`src/rtl/pkos_pkg.sv`:
```
package pkos_pkg;

	localparam int PAYLOAD_BITS = 49;
	localparam int RAW_BITS     = 64;
	localparam int STEP_BITS    = 8;
	localparam int STEPS        = RAW_BITS / STEP_BITS;
	localparam int SUM_W        = 40;
	localparam int CNT_W        = 32;

	localparam logic [2:0] ST_UPDATED = 3'd0;
	localparam logic [2:0] ST_NEW     = 3'd1;
	localparam logic [2:0] ST_FULL    = 3'd2;
	localparam logic [2:0] ST_READ    = 3'd3;
	localparam logic [2:0] ST_EMPTY   = 3'd4;

	typedef enum logic [1:0] {
		CMD_ORDER = 2'd0,
		CMD_READ  = 2'd1,
		CMD_CLEAR = 2'd2,
		CMD_NOP   = 2'd3
	} cmd_t;

	// one slot of the statistics store
	typedef struct packed {
		logic [31:0]      stock;
		logic [7:0]       min_sell;
		logic [7:0]       max_buy;
		logic             seen_sell;
		logic             seen_buy;
		logic [SUM_W-1:0] sum;
		logic [CNT_W-1:0] count;
	} rec_t;

	localparam int REC_W = $bits(rec_t);

	// controller to datapath
	typedef struct packed {
		logic accept;
		logic dstep;
		logic scan;
		logic rdres;
		logic upd;
		logic emit;
	} ctl_t;

	// datapath to controller
	typedef struct packed {
		logic dlast;
		logic match;
		logic miss;
		logic full;
	} sts_t;

endpackage

```
`src/rtl/pkos_ctrl.sv`:
```
module pkos_ctrl (
	input  logic           clk,
	input  logic           arst_n,
	input  logic           in_valid,
	output logic           in_stall,
	input  logic [1:0]     command,
	output logic           out_valid,
	input  logic           out_stall,
	output pkos_pkg::ctl_t ctl,
	input  pkos_pkg::sts_t sts
);

	typedef enum logic [5:0] {
		S_IDLE    = 6'b000001,
		S_DESTUFF = 6'b000010,
		S_SCAN    = 6'b000100,
		S_UPD     = 6'b001000,
		S_RDWAIT  = 6'b010000,
		S_EMIT    = 6'b100000
	} state_t;

	state_t state_q;
	state_t state_d;
	logic   out_valid_q;
	logic   out_free;

	assign out_free  = !out_valid_q || !out_stall;
	assign in_stall  = state_q != S_IDLE;
	assign out_valid = out_valid_q;

	always_comb begin
		ctl        = '0;
		ctl.accept = (state_q == S_IDLE) && in_valid;
		ctl.dstep  = state_q == S_DESTUFF;
		ctl.scan   = state_q == S_SCAN;
		ctl.rdres  = state_q == S_RDWAIT;
		ctl.upd    = state_q == S_UPD;
		ctl.emit   = (state_q == S_EMIT) && out_free;
	end

	always_comb begin
		state_d = state_q;
		case (state_q)
			S_IDLE: begin
				if (in_valid) begin
					case (pkos_pkg::cmd_t'(command))
						pkos_pkg::CMD_ORDER: state_d = S_DESTUFF;
						pkos_pkg::CMD_READ:  state_d = S_RDWAIT;
						default:             state_d = S_EMIT;
					endcase
				end
			end
			S_DESTUFF: if (sts.dlast) state_d = S_SCAN;
			S_SCAN: begin
				if (sts.match) begin
					state_d = S_UPD;
				end else if (sts.miss) begin
					state_d = sts.full ? S_EMIT : S_UPD;
				end
			end
			S_UPD:    state_d = S_EMIT;
			S_RDWAIT: state_d = S_EMIT;
			S_EMIT:   if (out_free) state_d = S_IDLE;
			default:  state_d = S_IDLE;
		endcase
	end

	always_ff @(posedge clk or negedge arst_n) begin
		if (!arst_n) begin
			state_q     <= S_IDLE;
			out_valid_q <= 1'b0;
		end else begin
			state_q <= state_d;
			if (ctl.emit) begin
				out_valid_q <= 1'b1;
			end else if (!out_stall) begin
				out_valid_q <= 1'b0;
			end
		end
	end

endmodule
```
`config.mk`:
```
export PLATFORM = sky130hd
export DESIGN_NAME = pkos_ctrl
export DESIGN_NICKNAME = d
export VERILOG_FILES = /design/src/rtl/pkos_pkg.sv /design/src/rtl/pkos_ctrl.sv
export SDC_FILE = /design/constraint.sdc
export NUM_CORES = 1
export LEC_CHECK = 0
export ABC_AREA = 1
export BUFFER_PORTS_ARGS = -buffer_cell sky130_fd_sc_hd__buf_4
export CAP_MARGIN = 5
export CORE_AREA = 10 10 47 49
export DETAILED_ROUTE_END_ITERATION = 10
export DIE_AREA = 0 0 57 59
export GPL_ROUTABILITY_DRIVEN = 1
export PLACE_DENSITY = 0.64
export SYNTH_ARGS = -nofsm -noshare
export SYNTH_HDL_FRONTEND = slang
export SYNTH_SLANG_ARGS = --single-unit
```
`constraint.sdc`:
```
create_clock -name clk -period 2.1 [get_ports clk]
set_input_delay 0.42 -clock clk [delete_from_list [all_inputs] [get_ports clk]]
set_output_delay 0.42 -clock clk [all_outputs]
set_load 0.005 [all_outputs]
```
==> impl_metrics.yaml, run 1 <==
sta:
  clock_skew_ps: 1.411
  slew_headroom: 0.8124
  max_freq_ghz: 0.5865
  fin_ws_ps: 395.0
  setup_tns_ps: 0
  min_period_ps: 1705
  drv_slew: 0
  fin_crit_sh: 0.8119
  tightestPinTransition_ps: 281.1
  rsz0062_at_grt: "false"
  holdWs_ps: 394.5
  finalHoldViolCount: 0
  finalSetupViolations: 0
drt:
  drc: 0
  wl_per_cell_microns: 10.63
  ant_nets: 0
  drt_iter0_markers: 5
  vias: 510
  via_per_inst: 4.679
  wl_microns: 1159
  drtPass1Iterations: 4
logic_synthesis:
  syn_area_sq_um: 474.2
  synth_top_area_frac: 0.3166
  synth.area.top_cells: "dfrtp_1, nand2_1, nor2_1"
  yosys.area_share.simple: 0.4908
  synth_xor_area_frac: 0
  synth_mux_area_frac: 0
  yosysWarnings: 0
  ys_ff_latch: 7
  synth_compound_area_frac: 0.01055
  synth.distinct_cells: 14
  synth_largest_area_cell: "dfrtp_1"
  synthCells: 71
  synth-adder-area-share: 0
  seq_area_frac_synth: 0.3720
  syn-num-nets: 81
  synth.avg_cell_area_sq_um: 6.679
  synth_top_family_by_area: "simple AND/OR/NAND/NOR gates"
floorplan:
  die_x_microns: 57
  io_pins: 18
  num_rows: 14
  die_area_sq_mm: 0.003363
  die_y_microns: 59
  core-area_sq_mm: 0.001401
  initial_utilization: 0.3384
cts:
  clkLatencyLatePin_ps: 260
  cts_setup_buffers: 0
  numCtsBuffers: 3
  clockBufferDepth: 2
  ctsHtreeMaxLevel: 1
  cts.root.buffer_cell: "clkbuf_4"
  clkTransAtPathRegs_ps: 50
  cts.sinks: 7
  cts_tree: "yes"
global_routing:
  grt_pass1_wl_microns: 1952
  grt.overflow.total: 0
  grt_max_degree: 10
  grt_pass1_vias: 508
  antenna_found_initial: 0
  grt_usage: 0.07251
placement:
  pre_cts_ws_ps: 682.0
  place_congestion: 0.8036
  io_buffers: 17
  place_hpwl_microns: 984.8
hold_path:
  hp-class: "in -> reg"
worst_setup_path:
  worstPathMaxFanout: 9
  crit_type: "reg -> out"
  required_ps: 1680
  cp-end-kind: "output pin"
  cp.arrival_ps: 1290
  start_kind: "register"
final_layout:
  layout_commonest_cell: "buf_4"
  final_cell_mix: "buf_4, nand2_1, nor2_1"
  diodes: 0
  nets: 104
  syn_to_final_growth_pct: 38.79
  fillers: 148
  drive_gt1_frac: 0.3118
status:
  outcome: "finished, final reports clean"
power:
  p_total_mw: 0.6940
  peakVddDrop_mv: 0.5408
  power_density_mw_per_mm2: 1055
  power.leakage_nw: 0.4101
job:
  maxCapViolCount: 0
-- area by class of cell --
cell class / count / area, sq um / share of cell area
multi-input cells: 48 / 237.7 / 0.3612
repair buffers: 18 / 137.6 / 0.2091
clock buffers: 4 / 26.28 / 0.03992
inverters: 16 / 60.06 / 0.09125
flip-flops and latches: 7 / 176.4 / 0.2681
well taps: 16 / 20.02 / 0.03042
-- synth_stat cells (all sizes together) --
| library cell | count |
|---|---|
| nand2 | 15 |
| nor2 | 17 |
| o21ai | 1 |
| inv | 15 |
| clkinv | 1 |
| nand3 | 8 |
| nor3 | 1 |
| dfrtp | 6 |
| nand4 | 6 |
| dfstp | 1 |
-- cells by family after synthesis --
logic type,after synthesis
AO/OA/AOI/OAI,1
buffers and inverters,16
flip-flops,7
AND/OR/NAND/NOR,47
-- sequential cells by signal, summed over array words and instances (netlist names) --
name and flops:
out_valid 1, state_q 6
-- path summary, 6_finish.rpt --
path	start	end	slack, ps	depth (start not counted)
hold / removal	out_stall	out_valid	390	3
hold reg to reg	out_valid	out_valid	500	2
setup / recovery	state_q[5]	ctl[5]	390	4
max in group asynchronous	arst_n	state_q[0]	1380	2
setup reg to reg	state_q[1]	state_q[2]	860	6
min in group asynchronous	arst_n	state_q[2]	510	2
-- stage by stage --
step / instances / utilization / cell area [sq um]
after global routing: 109 / 0.4696 / 658.1
final: 109 / 0.4696 / 658.1
after floorplan: 71 / - / 474.2
after global placement: 104 / 0.4438 / 621.8
after detailed placement: 104 / 0.4438 / 621.8
after CTS: 109 / 0.4696 / 658.1
-- worst max-delay path, stage by stage, from the launching register on --
cell	delay (ps)
dfrtp_1	410
nor2_4	230
nand3_2	160
nor2_1	120
buf_4	120
-- report_power, final --
group	leakage, nW	switching [mW]	total (mW)	internal, mW
logic	0.303	0.214	0.356	0.143
registers	0.0924	0.0333	0.214	0.180
clock network	0.0150	0.0516	0.124	0.0726
total	0.410	0.299	0.694	0.395
-- repair_timing --
| action | 4_1_cts | 5_1_grt |
|---|---|---|
| hold buffers | 1 | 0 |
| resized for setup | 0 | 0 |
| hold endpoints to repair | 6 | 0 |
-- layer usage --
layer  part of all wire  global-route usage  wire [microns]
met1               0.45             0.07942             521
met2               0.47              0.1085             539
met3              0.050             0.02146              58
met4              0.034             0.07047              39
met5                  0                   0               0
No activity file was read; power rests on OpenSTA's default activity.
==> run 2: changes to the inputs <==
ABC_AREA = 0   (was 1)
PLACE_DENSITY = 0.68   (was 0.64)
clock period = 1.4 ns   (was 2.1 ns; I/O delays follow)
==> run 2 against run 1 <==
Compared with the run above:
- the flow now finishes with violations (negative setup slack)
- count of clock-buffer cells in the layout is the same
- critical path depth unchanged
- synthesized area is 3.4% higher
- clock skew up 11 ps
- global-route usage rose by 3.3 points
- via count up 23%
- largest power group unchanged
- power increased by 140%
==> impl_metrics.yaml, run 2 <==
status:
  outcome: "complete, but fails checks"
  violations: "negative setup slack"
floorplan:
  core-area_sq_mm: 0.001401
  die_x_microns: 57
  io_pins: 18
  die_area_sq_mm: 0.003363
  die_y_microns: 59
  initial_utilization: 0.3500
  num_rows: 14
logic_synthesis:
  synth_top_area_frac: 0.3061
  synth_largest_area_cell: "dfrtp_1"
  synthCells: 59
  syn_area_sq_um: 490.5
  netlist_top_cells_count: "nand2_1, nor2_1, dfrtp_1, nor2b_1"
  ys.flop_type: "dfrtp_1"
  ys_ff_latch: 7
  yosysWarnings: 0
  synth.avg_cell_area_sq_um: 8.313
  syn-num-nets: 69
  synth.distinct_cells: 26
  synthArstFlopShare: 1.000
  synth_edf_count: 0
  seq_area_frac_synth: 0.3597
  synth.area.top_cells: "dfrtp_1, nor2b_1, dfstp_2"
final_layout:
  top_register: "state_q"
  layout_commonest_cell: "buf_4"
  final_cell_mix: "buf_4, nand2_1, o21ai_0, buf_6, dfrtp_2"
  largest_reg_flops: 6
  syn_to_final_growth_pct: 99.75
  drive_gt1_frac: 0.6635
  diodes: 0
  instances_no_fill: 120
  fillers: 116
  nets: 115
global_routing:
  antenna_found_initial: 0
  busiest_layer: "met2"
  grt_pass1_wl_microns: 2808
  grt_max_degree: 9
  met2_usage: 0.1705
  use_met3: 0.04077
  grt.overflow.total: 0
  grt_usage: 0.1053
  grt_pass1_vias: 647
  use_met1: 0.1125
cts:
  clkTransAtPathRegs_ps: 60
  cts_tree: "yes"
  clockBufferDepth: 2
  clkLatencyLatePin_ps: 260
  numCtsBuffers: 3
  cts.sinks: 7
  cts.root.buffer_cell: "clkbuf_4"
  ctsHtreeMaxLevel: 1
drt:
  drc: 0
  via_per_inst: 5.233
  drt_iter0_markers: 21
  vias: 628
  wl_microns: 1938
  drtPass1Iterations: 4
  ant_nets: 0
  wl_per_cell_microns: 16.15
sta:
  finalSetupViolations: 13
  max_freq_ghz: 0.5781
  fin_crit_sh: 1.235
  drv_slew: 0
  min_period_ps: 1730
  holdWs_ps: 207.9
  finalHoldViolCount: 0
  clock_skew_ps: 12.13
  tightestPinTransition_ps: 336.2
  slew_headroom: 0.7730
  rsz0062_at_grt: "true"
  fin_ws_ps: -329.7
hold_path:
  hp-class: "in -> reg"
  min_to: "state_q[0]"
  worstHoldStart: "in_valid"
  min_path_cells: 2
worst_setup_path:
  worstPathMaxFanout: 8
  start_kind: "register"
  crit_type: "reg -> out"
  r2r-end: "state_q[4]"
  required_ps: 1120
  r2r_setup_slack_ps: -250
  cp.arrival_ps: 1450
  cp-end-kind: "output pin"
  rr_startpoint: "state_q[0]"
  r2r_cells: 4
power:
  peakVddDrop_mv: 1.319
  power.leakage_nw: 0.4952
  power_density_mw_per_mm2: 1698
job:
  maxCapViolCount: 0
placement:
  place_hpwl_microns: 1201
  dp_cells: 102
  pre_cts_ws_ps: -158.0
  place_congestion: 0.7670
  io_buffers: 17
==> run 2: cell count changes in the layout (fill, tap and decap cells not counted), sizes merged, moves of 4 or more <==
cell,previous run,this run
buf,17,41
inv,15,4
nand2,15,7
nand3,8,2
nand4,6,1
nor2,17,7
nor2b,0,5
o21ai,1,5
==> run 2: area by class of cell <==
cell class,instances,area (sq um),area share
inverter,4,15.01,0.01533
timing repair buffer,42,332.8,0.3397
clock buffer,4,26.28,0.02682
tap,16,20.02,0.02043
multi-input combinational,47,404.1,0.4125
sequential,7,181.4,0.1852
==> run 2: worst max-delay path by stage <==
stage,slack (ps),end,startpoint,cells after the start
finish,-330,ctl[5],state_q[0],4
global route,-400,ctl[5],state_q[0],4
CTS,-250,ctl[5],state_q[4],4
detailed placement,-160,state_q[4],state_q[0],4
global placement,-160,state_q[4],state_q[0],4
floorplan,-4,state_q[4],state_q[0],4
==> run 2: through the flow <==
step / util / TNS, ps / area, sq um / power (mW)
after floorplan: - / -3.802 / 499.2 / 0.6846
after global placement: 0.5170 / -485.4 / 724.4 / 1.022
after detailed placement: 0.5170 / -538.9 / 724.4 / 1.039
after CTS: 0.6348 / -2195 / 889.6 / 1.470
after global routing: 0.6991 / -3667 / 979.7 / 1.776
final: 0.6991 / -2853 / 979.7 / 1.664
==> run 2: layer usage <==
metal | vias to the layer above | wire [microns]
li1 | 303 | -
met1 | 298 | 807
met2 | 25 | 965
met3 | 2 | 142
met4 | 0 | 23
met5 | - | 0
==> run 2: critical path: stages (launching register included) <==
cell,delay [ps]
dfstp_2,640
nor2b_4,200
nand2_2,80
nor2_1,130
buf_4,130
==> run 2: timing repair <==
item | CTS | global route
hold buffers | 1 | 0
setup buffers | 8 | 7
endpoints found under the hold margin | 6 | 0
setup endpoints to repair | 12 | 13
gates resized for setup | 20 | 11
pin swaps | 7 | 7
==> run 2: power by group <==
group          switching [mW]  internal, mW  total, mW
Sequential              0.122         0.277      0.399
Clock                  0.0796         0.109      0.189
Combinational           0.453         0.623       1.08
==> run 2: cells by family after synthesis <==
family                 synth area share
buffers and inverters           0.04080
AND/OR/NAND/NOR                  0.4235
AO/OA/AOI/OAI                    0.1760
flip-flops                       0.3597
